`src/sv/rud_pkg.sv`:
```
// shared types and constants for the ranked unary decoder
// no dependencies; imported by every rud module and by rank_unary_decoder
package rud_pkg;

    localparam int TABLE_DEPTH_DEF = 256;
    localparam int QUEUE_DEPTH     = 4;
    localparam int QPTR_W          = $clog2(QUEUE_DEPTH);
    localparam int COUNT_W         = 9;
    localparam int RUN_W           = 8;
    localparam int BYTE_W          = 8;
    localparam int BIT_CNT_W       = 3;

    localparam logic [RUN_W-1:0]     RUN_MAX    = 8'hFF;
    localparam logic [BIT_CNT_W-1:0] BIT_FIRST  = 3'd7;
    localparam logic [COUNT_W-1:0]   COUNT_FULL = 9'd256;

    typedef struct packed {
        logic              start_req;
        logic [BYTE_W-1:0] in_byte;
    } item_t;

    typedef struct packed {
        logic [BYTE_W-1:0] symbol;
        logic              rank_error;
        logic              last;
    } result_t;

    typedef enum logic [1:0] {
        PH_COUNT = 2'd0,
        PH_LOAD  = 2'd1,
        PH_DATA  = 2'd2
    } phase_t;

    typedef enum logic [1:0] {
        OP_COUNT = 2'd0,
        OP_LOAD  = 2'd1,
        OP_DATA  = 2'd2
    } op_t;

    // one classified byte on its way from front to back
    typedef struct packed {
        op_t                op;
        logic [BYTE_W-1:0]  value;
        logic [COUNT_W-1:0] arg;    // table index for loads, loaded count for count bytes
    } entry_t;

    typedef enum logic {
        BK_IDLE = 1'b0,
        BK_SCAN = 1'b1
    } scan_state_t;

endpackage

```
`src/sv/rud_front.sv`:
```
// front end: accepts coded bytes, tracks the header phase and classifies each byte
// depends on rud_pkg
module rud_front
    import rud_pkg::*;
#(
    parameter int TABLE_DEPTH = TABLE_DEPTH_DEF
)
(
    input  logic   clk,
    input  logic   rst_n,
    input  logic   item_valid,
    output logic   item_ready,
    input  item_t  item,
    output logic   push_valid,
    input  logic   push_ready,
    output entry_t push_entry
);

    localparam logic [COUNT_W-1:0] DEPTH_N = COUNT_W'(TABLE_DEPTH);

    phase_t             phase_reg, phase_next;
    logic [COUNT_W-1:0] count_reg, count_next;
    logic [COUNT_W-1:0] load_idx_reg, load_idx_next;

    logic               accept;
    logic               take_count;
    logic [COUNT_W-1:0] decoded_count;
    logic [COUNT_W-1:0] loaded_count;
    logic [COUNT_W-1:0] idx_inc;

    assign item_ready    = push_ready;
    assign accept        = item_valid && push_ready;
    assign take_count    = item.start_req || (phase_reg != PH_LOAD && phase_reg != PH_DATA);
    assign decoded_count = (item.in_byte == '0) ? COUNT_FULL : {1'b0, item.in_byte};
    assign loaded_count  = (decoded_count > DEPTH_N) ? DEPTH_N : decoded_count;
    assign idx_inc       = load_idx_reg + 1'b1;

    // classification toward the queue
    always_comb
    begin
        push_valid       = 1'b0;
        push_entry.op    = OP_DATA;
        push_entry.value = item.in_byte;
        push_entry.arg   = load_idx_reg;
        if (take_count)
        begin
            push_valid     = item_valid;
            push_entry.op  = OP_COUNT;
            push_entry.arg = loaded_count;
        end
        else
        begin
            case (phase_reg)
                PH_LOAD:
                begin
                    // header symbols past the table are consumed but not stored
                    push_valid    = item_valid && (load_idx_reg < DEPTH_N);
                    push_entry.op = OP_LOAD;
                end
                PH_DATA:
                begin
                    push_valid    = item_valid;
                    push_entry.op = OP_DATA;
                end
                default:
                begin
                    push_valid = 1'b0;
                end
            endcase
        end
    end

    // header phase tracking
    always_comb
    begin
        phase_next    = phase_reg;
        count_next    = count_reg;
        load_idx_next = load_idx_reg;
        if (accept)
        begin
            if (take_count)
            begin
                phase_next    = PH_LOAD;
                count_next    = decoded_count;
                load_idx_next = '0;
            end
            else
            begin
                case (phase_reg)
                    PH_LOAD:
                    begin
                        load_idx_next = idx_inc;
                        if (idx_inc >= count_reg)
                        begin
                            phase_next = PH_DATA;
                        end
                    end
                    default:
                    begin
                        phase_next = phase_reg;
                    end
                endcase
            end
        end
    end

    always_ff @(posedge clk or negedge rst_n)
    begin
        if (!rst_n)
        begin
            phase_reg    <= PH_COUNT;
            count_reg    <= '0;
            load_idx_reg <= '0;
        end
        else
        begin
            phase_reg    <= phase_next;
            count_reg    <= count_next;
            load_idx_reg <= load_idx_next;
        end
    end

    // while loading, the index never reaches the declared count
    a_load_idx_below_count: assert property (@(posedge clk) disable iff (!rst_n)
        phase_reg == PH_LOAD |-> load_idx_reg < count_reg)
        else $error("load index reached count while loading");

    // a start byte always opens table loading
    a_start_opens_load: assert property (@(posedge clk) disable iff (!rst_n)
        accept && item.start_req |=> phase_reg == PH_LOAD)
        else $error("start transaction did not enter load phase");

    // a data byte is queued only in the data phase
    a_data_only_in_data_phase: assert property (@(posedge clk) disable iff (!rst_n)
        push_valid && push_entry.op == OP_DATA |-> phase_reg == PH_DATA)
        else $error("data byte queued outside data phase");

endmodule

```
`src/sv/rud_queue.sv`:
```
// short queue of classified bytes between front and back
// depends on rud_pkg
module rud_queue
    import rud_pkg::*;
(
    input  logic   clk,
    input  logic   rst_n,
    input  logic   push_valid,
    output logic   push_ready,
    input  entry_t push_entry,
    output logic   pop_valid,
    input  logic   pop_ready,
    output entry_t pop_entry
);

    localparam logic [QPTR_W:0] FULL_CNT = (QPTR_W + 1)'(QUEUE_DEPTH);

    entry_t            entries_reg [QUEUE_DEPTH];
    logic [QPTR_W-1:0] wr_ptr_reg, wr_ptr_next;
    logic [QPTR_W-1:0] rd_ptr_reg, rd_ptr_next;
    logic [QPTR_W:0]   cnt_reg, cnt_next;
    logic              do_push, do_pop;

    assign push_ready = (cnt_reg != FULL_CNT);
    assign pop_valid  = (cnt_reg != '0);
    assign pop_entry  = entries_reg[rd_ptr_reg];
    assign do_push    = push_valid && push_ready;
    assign do_pop     = pop_valid && pop_ready;

    always_comb
    begin
        wr_ptr_next = do_push ? wr_ptr_reg + 1'b1 : wr_ptr_reg;
        rd_ptr_next = do_pop ? rd_ptr_reg + 1'b1 : rd_ptr_reg;
        cnt_next    = cnt_reg;
        if (do_push && !do_pop)
        begin
            cnt_next = cnt_reg + 1'b1;
        end
        else if (do_pop && !do_push)
        begin
            cnt_next = cnt_reg - 1'b1;
        end
    end

    always_ff @(posedge clk or negedge rst_n)
    begin
        if (!rst_n)
        begin
            wr_ptr_reg <= '0;
            rd_ptr_reg <= '0;
            cnt_reg    <= '0;
        end
        else
        begin
            wr_ptr_reg <= wr_ptr_next;
            rd_ptr_reg <= rd_ptr_next;
            cnt_reg    <= cnt_next;
        end
    end

    always_ff @(posedge clk)
    begin
        if (do_push)
        begin
            entries_reg[wr_ptr_reg] <= push_entry;
        end
    end

    a_cnt_bounded: assert property (@(posedge clk) disable iff (!rst_n)
        cnt_reg <= FULL_CNT)
        else $error("queue fill beyond depth");

    a_push_only_grows: assert property (@(posedge clk) disable iff (!rst_n)
        do_push && !do_pop |=> cnt_reg == $past(cnt_reg) + 1'b1)
        else $error("queue fill did not grow on push");

    a_ptr_gap_matches_cnt: assert property (@(posedge clk) disable iff (!rst_n)
        cnt_reg != FULL_CNT |-> (wr_ptr_reg - rd_ptr_reg) == cnt_reg[QPTR_W-1:0])
        else $error("queue pointers disagree with fill");

endmodule

```
`src/sv/rud_back.sv`:
```
// back end: writes the rank table, scans data bytes and emits symbols, one bit per
// cycle unless a zero bit waits on a held output; depends on rud_pkg
module rud_back
    import rud_pkg::*;
#(
    parameter int TABLE_DEPTH = TABLE_DEPTH_DEF
)
(
    input  logic    clk,
    input  logic    rst_n,
    input  logic    pop_valid,
    output logic    pop_ready,
    input  entry_t  pop_entry,
    output logic    result_valid,
    input  logic    result_ready,
    output result_t result
);

    localparam int ADDR_W = $clog2(TABLE_DEPTH);

    logic [BYTE_W-1:0] table_mem [TABLE_DEPTH];
    logic [BYTE_W-1:0] rd_data_reg;

    scan_state_t          state_reg, state_next;
    logic [BYTE_W-1:0]    shift_reg, shift_next;
    logic [BIT_CNT_W-1:0] bits_reg, bits_next;
    logic [RUN_W-1:0]     run_reg, run_next;
    logic [COUNT_W-1:0]   loaded_reg, loaded_next;
    logic                 out_valid_reg, out_valid_next;
    logic                 out_err_reg, out_err_next;
    logic                 out_last_reg, out_last_next;

    logic              cur_bit;
    logic              slot_free;
    logic              emit;
    logic              advance;
    logic              done_now;
    logic              take;
    logic              range_err;
    logic              wr_en;
    logic [ADDR_W-1:0] rd_addr;
    logic [ADDR_W-1:0] wr_addr;

    assign cur_bit   = shift_reg[BYTE_W-1];
    assign slot_free = !out_valid_reg || result_ready;
    assign range_err = {1'b0, run_reg} >= loaded_reg;
    assign rd_addr   = run_reg[ADDR_W-1:0];
    assign wr_addr   = pop_entry.arg[ADDR_W-1:0];

    // scan control outputs
    always_comb
    begin
        emit      = 1'b0;
        advance   = 1'b0;
        pop_ready = 1'b0;
        case (state_reg)
            BK_IDLE:
            begin
                pop_ready = 1'b1;
            end
            BK_SCAN:
            begin
                emit      = !cur_bit && slot_free;
                advance   = cur_bit || slot_free;
                pop_ready = advance && (bits_reg == '0);
            end
            default:
            begin
                pop_ready = 1'b0;
            end
        endcase
    end

    assign done_now = advance && (bits_reg == '0);
    assign take     = pop_valid && pop_ready;
    assign wr_en    = take && (pop_entry.op == OP_LOAD);

    // next state
    always_comb
    begin
        state_next = state_reg;
        case (state_reg)
            BK_IDLE:
            begin
                if (take && pop_entry.op == OP_DATA)
                begin
                    state_next = BK_SCAN;
                end
            end
            BK_SCAN:
            begin
                if (done_now)
                begin
                    state_next = (take && pop_entry.op == OP_DATA) ? BK_SCAN : BK_IDLE;
                end
            end
            default:
            begin
                state_next = BK_IDLE;
            end
        endcase
    end

    // datapath
    always_comb
    begin
        shift_next     = shift_reg;
        bits_next      = bits_reg;
        run_next       = run_reg;
        loaded_next    = loaded_reg;
        out_valid_next = result_ready ? 1'b0 : out_valid_reg;
        out_err_next   = out_err_reg;
        out_last_next  = out_last_reg;

        if (advance)
        begin
            // ones shifted in make the remaining-bits check a plain and-reduce
            shift_next = {shift_reg[BYTE_W-2:0], 1'b1};
            bits_next  = bits_reg - 1'b1;
            if (cur_bit)
            begin
                if (run_reg != RUN_MAX)
                begin
                    run_next = run_reg + 1'b1;
                end
            end
            else
            begin
                run_next = '0;
            end
        end

        if (emit)
        begin
            out_valid_next = 1'b1;
            out_err_next   = range_err;
            out_last_next  = &shift_reg[BYTE_W-2:0];
        end

        if (take)
        begin
            case (pop_entry.op)
                OP_COUNT:
                begin
                    loaded_next = pop_entry.arg;
                    run_next    = '0;
                end
                OP_DATA:
                begin
                    shift_next = pop_entry.value;
                    bits_next  = BIT_FIRST;
                end
                default:
                begin
                    loaded_next = loaded_next;
                end
            endcase
        end
    end

    always_ff @(posedge clk or negedge rst_n)
    begin
        if (!rst_n)
        begin
            state_reg     <= BK_IDLE;
            shift_reg     <= '0;
            bits_reg      <= '0;
            run_reg       <= '0;
            loaded_reg    <= '0;
            out_valid_reg <= 1'b0;
            out_err_reg   <= 1'b0;
            out_last_reg  <= 1'b0;
        end
        else
        begin
            state_reg     <= state_next;
            shift_reg     <= shift_next;
            bits_reg      <= bits_next;
            run_reg       <= run_next;
            loaded_reg    <= loaded_next;
            out_valid_reg <= out_valid_next;
            out_err_reg   <= out_err_next;
            out_last_reg  <= out_last_next;
        end
    end

    // rank table, one write port and one registered read port
    always_ff @(posedge clk)
    begin
        if (wr_en)
        begin
            table_mem[wr_addr] <= pop_entry.value;
        end
    end

    always_ff @(posedge clk)
    begin
        if (emit)
        begin
            rd_data_reg <= table_mem[rd_addr];
        end
    end

    assign result_valid      = out_valid_reg;
    assign result.symbol     = out_err_reg ? '0 : rd_data_reg;
    assign result.rank_error = out_err_reg;
    assign result.last       = out_last_reg;

    // a new entry is taken mid-scan only on the final bit
    a_pop_at_byte_end: assert property (@(posedge clk) disable iff (!rst_n)
        take && state_reg == BK_SCAN |-> bits_reg == '0)
        else $error("queue popped before scan finished");

    // run counter saturates
    a_run_saturates: assert property (@(posedge clk) disable iff (!rst_n)
        advance && cur_bit && run_reg == RUN_MAX && !take |=> run_reg == RUN_MAX)
        else $error("run counter wrapped");

    // every zero bit shows up as a result in the next cycle
    a_emit_reaches_output: assert property (@(posedge clk) disable iff (!rst_n)
        emit |=> result_valid && result.last == $past(&shift_reg[BYTE_W-2:0]))
        else $error("emitted result missing at output");

endmodule

```
`src/sv/rank_unary_decoder.sv`:
```
// top level of the frequency-ranked unary code decoder
// depends on rud_pkg, rud_front, rud_queue, rud_back
//
// usage
//   item channel (item_valid/item_ready/item): one coded byte per transaction,
//   item.start_req marks the count byte of a new stream. the count byte (0 = 256)
//   is followed by that many symbols in rank order, then the coded data bytes
//   result channel (result_valid/result_ready/result): one decoded symbol per
//   transaction, data bits scanned msb first; result.last flags the final symbol
//   of a data byte, result.rank_error flags a run past the loaded table (symbol 0)
//   header bytes and data bytes with no zero bit give no result
// timing
//   front takes one byte per cycle while the four-entry queue has room
//   back takes each header byte from the queue without a scan, and scans each
//   data byte one bit per cycle while no zero bit waits on a held output,
//   with one table read per zero bit; the next entry is taken with the final bit;
//   a result passes the queue, the shift register and the output register
// reset
//   rst_n clears phase to header count, the run and loaded count, and the queue
//   the rank table is not cleared; symbols only come from header-written entries
// stalls
//   result_ready low holds the output register; the scan pauses on zero bits,
//   the queue fills, then item_ready drops
module rank_unary_decoder
    import rud_pkg::*;
#(
    parameter int TABLE_DEPTH = TABLE_DEPTH_DEF
)
(
    input  logic    clk,
    input  logic    rst_n,
    input  logic    item_valid,
    output logic    item_ready,
    input  item_t   item,
    output logic    result_valid,
    input  logic    result_ready,
    output result_t result
);

    // front to queue
    logic   push_valid;
    logic   push_ready;
    entry_t push_entry;

    // queue to back
    logic   pop_valid;
    logic   pop_ready;
    entry_t pop_entry;

    // header tracking and byte classification
    rud_front #(
        .TABLE_DEPTH (TABLE_DEPTH)
    ) u_front (
        .clk        (clk),
        .rst_n      (rst_n),
        .item_valid (item_valid),
        .item_ready (item_ready),
        .item       (item),
        .push_valid (push_valid),
        .push_ready (push_ready),
        .push_entry (push_entry)
    );

    // decouples byte intake from the bit scan
    rud_queue u_queue (
        .clk        (clk),
        .rst_n      (rst_n),
        .push_valid (push_valid),
        .push_ready (push_ready),
        .push_entry (push_entry),
        .pop_valid  (pop_valid),
        .pop_ready  (pop_ready),
        .pop_entry  (pop_entry)
    );

    // table writes, bit scan, table lookup and output register
    rud_back #(
        .TABLE_DEPTH (TABLE_DEPTH)
    ) u_back (
        .clk          (clk),
        .rst_n        (rst_n),
        .pop_valid    (pop_valid),
        .pop_ready    (pop_ready),
        .pop_entry    (pop_entry),
        .result_valid (result_valid),
        .result_ready (result_ready),
        .result       (result)
    );

endmodule

```
`config.mk`:
```
export PLATFORM = sky130hd
export DESIGN_NAME = rank_unary_decoder
export DESIGN_NICKNAME = d
export VERILOG_FILES = /design/src/sv/rud_pkg.sv /design/src/sv/rud_front.sv /design/src/sv/rud_queue.sv /design/src/sv/rud_back.sv /design/src/sv/rank_unary_decoder.sv
export SDC_FILE = /design/constraint.sdc
export NUM_CORES = 2
export LEC_CHECK = 0
export ABC_CLOCK_PERIOD_IN_PS = 11250
export BUFFER_PORTS_ARGS = -buffer_cell sky130_fd_sc_hd__buf_2
export CAP_MARGIN = 20
export CORE_UTILIZATION = 50
export DETAILED_ROUTE_END_ITERATION = 10
export PLACE_DENSITY = 0.64
export SYNTH_ARGS = -nofsm -noshare
export SYNTH_HDL_FRONTEND = slang
export SYNTH_SLANG_ARGS = --single-unit
```
`constraint.sdc`:
```
create_clock -name clk -period 11.25 [get_ports clk]
set_clock_uncertainty 0.05 [all_clocks]
set_input_delay 0.5625 -clock clk [delete_from_list [all_inputs] [get_ports clk]]
set_output_delay 0.5625 -clock clk [all_outputs]
set_load 0.1 [all_outputs]
```
==> results.toml <==
[setup_path]
arrival_ns = 5.82
reg2reg_slack_ns = 5.99
reg2reg_depth = 9
critPathCapture = "u_back.rd_data_reg[1]"
startpoint = "u_back.rd_addr[0]"
crit_slowest_cell = "dfrtp_4"
crit_type = "reg2reg"
cp_max_fo = 40
rr_endpoint = "u_back.rd_data_reg[1]"
required_ns = 11.81
cp.depth = 9
crit_top_cell = "buf_4"
worstSetupStartpointType = "flop"
path_delay_family = "buffers and inverters"
critPathBufInv = 3
crit_chain = "buf_4 > buf_4 > buf_4 > mux4_2 > a22o_1 > a221oi_1 > o22ai_1 > o311a_1 > a311o_1"
r2r_start = "u_back.rd_addr[0]"
worstSetupEndpointType = "flop"
crit_path_max_incr_delay_ns = 0.71

[floorplanning]
pin_count = 25
die_area_mm2 = 0.1730
start_util = 0.5045
core_mm2 = 0.1698
die_h_um = 416.0
die_x_um = 416.0
rows = 151

[clocking]
cts-root-buf = "clkbuf_16"
h-tree-depth = 4
cts.sinks = 2191
insertion_delay_ns = 0.86
clk_pin_slew_ns = 0.06
clk_path_buf_depth = 3
post_cts_resized = 0
numCtsBuffers = 213
cts_tree = "built"

[pwr]
p_sw_uw = 7624
leakage_uw = 0.02948
p_int_uw = 16360
comb_power_share = 0.263
swShare = 0.3179
power_frac_clock = 0.282
power_density_mw_per_mm2 = 253.5
peakVddDrop_v = 0.0003435
seqPwrFrac = 0.455

[synthesis]
syn_nets = 4205
synth_ff_type = "edfxtp_1"
postSynthCellCount = 4163
synth-seq-cells = 2191
yosysSeqAreaShare = 0.7644
syn_area_mm2 = 0.08568
synth_area_per_cell_um2 = 20.58
synth.distinct_cells = 65
synth-async-reset-ratio = 0.02693
synth_edf_count = 2132
yosys_warnings = 0

[timing]
rsz0062_at_grt = "no"
finalSetupViolations = 0
fin_crit_ns = 5.257
slew_headroom = 0.1796
tightest_slew_ns = 1.226
layout_setup_ws_ns = 5.993
period_share = 0.4673
drv_slew = 0
holdWs_ns = 0.1719
fin_tns_setup_ns = 0
fmax_ghz = 0.1902
hold_violations = 0

[placed_design]
dp_cells = 6245
place_hpwl_um = 124500
gp_congestion = 0.8373
io_buffers = 24
pre_cts_slack_ns = 5.962

[routing]
vias = 42395
drcViolationCount = 0
avgRoutedWirePerCell_um = 32.63
drtAntennaViolNets = 0
drt_iter0_drc = 5310
postRouteWirelength_um = 217000
via_per_inst = 6.375
dr.pass1.iters = 6

[finish]
area_delta_synth_final_pct = 10.42
drive_gt1_frac = 0.2063
utilization = 0.5570
finalNonFillerCells = 6650
nFillCells = 12587
finalNetCount = 4295
largest_reg_flops = 2048

[outcome]
status = "completed"

[min_path]
hold_path_class = "in2reg"

[global_route]
grt_max_degree = 202
grt_overflow = 0
grt_pass1_wl_um = 309500
grtUsageTotal = 0.2516
grt_pass1_vias = 42126
antenna_found_initial = 8

[job]
maxCapViolCount = 0
[metal layers]
layer	wire, um	vias to the layer above	part of all wire	global-route usage
met1	88170	22589	0.41	0.3627
met5	26	-	0.00012	0
met3	18810	346	0.087	0.04944
li1	-	17406	-	-
met4	7134	4	0.033	0.08256
met2	102800	2050	0.47	0.3888
[tightest hold or removal path: stages]
cell	delay, ns
buf_2	0.08
and2_0	0.21
a22o_1	0.16
[kinds of logic (layout without fill, tap and decap cells)]
kind of cell	Yosys count	after routing	synth area share
adder cells (fa/ha/maj)	29	29	0.004323
AO/OA/AOI/OAI	435	435	0.03598
AND/OR/NAND/NOR	554	554	0.02748
multiplexers	668	668	0.1474
XOR/XNOR	19	19	0.001942
other	0	2	0
flip-flops	2191	2191	0.7644
buffers and inverters	267	534	0.01844
[synthesized netlist by cell type (all sizes together), types with 3 or more instances]
master   count  area [um^2]
nor2       303         1137
o31ai       12        90.09
mux2i      185         1852
nand3b       5        37.54
a211oi      30        225.2
edfxtp    2132        64020
nor3        18        90.09
nor4         7        43.79
clkbuf     101        379.1
buf        137         1092
a21oi       67        335.3
xnor2       11        96.34
o21ai       59        295.3
nor3b        3        22.52
and2        18        112.6
o221ai      17        148.9
a21o         6        45.04
dfrtp       59         1476
inv         29        108.9
o211ai       5        37.54
nand3       16        80.08
ha          28        350.3
a22o        41        359.1
mux4       470        10630
a221oi      49        447.9
o22ai       40        250.2
o21a         3        22.52
nand4        4        25.02
or2          3        18.77
nor2b       23        143.9
a211o        3        26.28
and3         4        25.02
a2111oi      3        38.79
a22oi       78        585.6
or3          3        18.77
nand2b      10        62.56
xor2         8        70.07
a31oi        9        56.30
nand2      132        495.5
mux2        13        146.4
[how the worst min path moves through the flow]
stage | depth (start not counted) | startpoint | to | slack (ns)
final | 3 | item_valid | u_front.phase_reg[0] | 0.17
after global placement | 2 | u_front.count_reg[8] | u_front.count_reg[8] | 0.42
after global routing | 3 | item_valid | u_front.phase_reg[0] | 0.18
after floorplan | 0 | rst_n | u_back.bits_reg[0] | 0.22
after CTS | 3 | item_valid | u_front.phase_reg[0] | 0.12
after detailed placement | 2 | u_front.count_reg[8] | u_front.count_reg[8] | 0.43
[through the flow]
step | total power (uW) | cell area [um^2]
4_1_cts | 24090 | 94590
3_3_place_gp | 17290 | 87910
5_1_grt | 24730 | 94600
3_5_place_dp | 17430 | 87910
2_1_floorplan | 15270 | 85680
6_report | 23980 | 94610
[area by class of cell]
class	instances	area (um^2)	area share
Sequential cell	2191	65510	0.6925
Clock inverter	129	1018	0.01077
Tap cell	2218	2775	0.02933
Clock buffer	263	5558	0.05875
Timing Repair Buffer	113	929.6	0.009826
Multi-Input combinational cell	1705	18690	0.1976
Inverter	29	111.4	0.001177
Antenna cell	2	5.005	0.00005290
[what timing repair did]
item,in CTS,in global routing
hold buffers,10,0
setup endpoints to repair,0,0
buffers inserted,0,0
endpoints found under the hold margin,94,0
[power by group through the flow]
stage / logic, uW / clock network, uW / registers (uW)
3_3_place_gp: 6210 / 0 / 11100
2_1_floorplan: 4180 / 0 / 11100
4_1_cts: 6350 / 6830 / 10900
3_5_place_dp: 6340 / 0 / 11100
5_1_grt: 6660 / 7130 / 10900
6_report: 6300 / 6760 / 10900
[cell usage in the layout, fill, tap and decap left out, types with 13 or more instances in the layout]
| cell type | instances |
|---|---|
| mux2i_1 | 185 |
| clkbuf_1 | 46 |
| clkbuf_16 | 213 |
| a22oi_1 | 78 |
| buf_4 | 69 |
| o21ai_0 | 55 |
| a211oi_1 | 30 |
| a21oi_1 | 67 |
| mux2_2 | 13 |
| a221oi_1 | 46 |
| buf_2 | 24 |
| ha_1 | 28 |
| edfxtp_1 | 2132 |
| nand3_1 | 15 |
| mux4_2 | 450 |
| clkinv_2 | 53 |
| dfrtp_1 | 52 |
| nor2b_1 | 18 |
| o221ai_1 | 17 |
| inv_1 | 28 |
| nand2_1 | 125 |
| clkinv_1 | 44 |
| nor2_1 | 300 |
| o22ai_1 | 40 |
| nor3_1 | 17 |
| and2_1 | 15 |
| a22o_1 | 41 |
No activity file was read; power rests on OpenSTA's default activity.
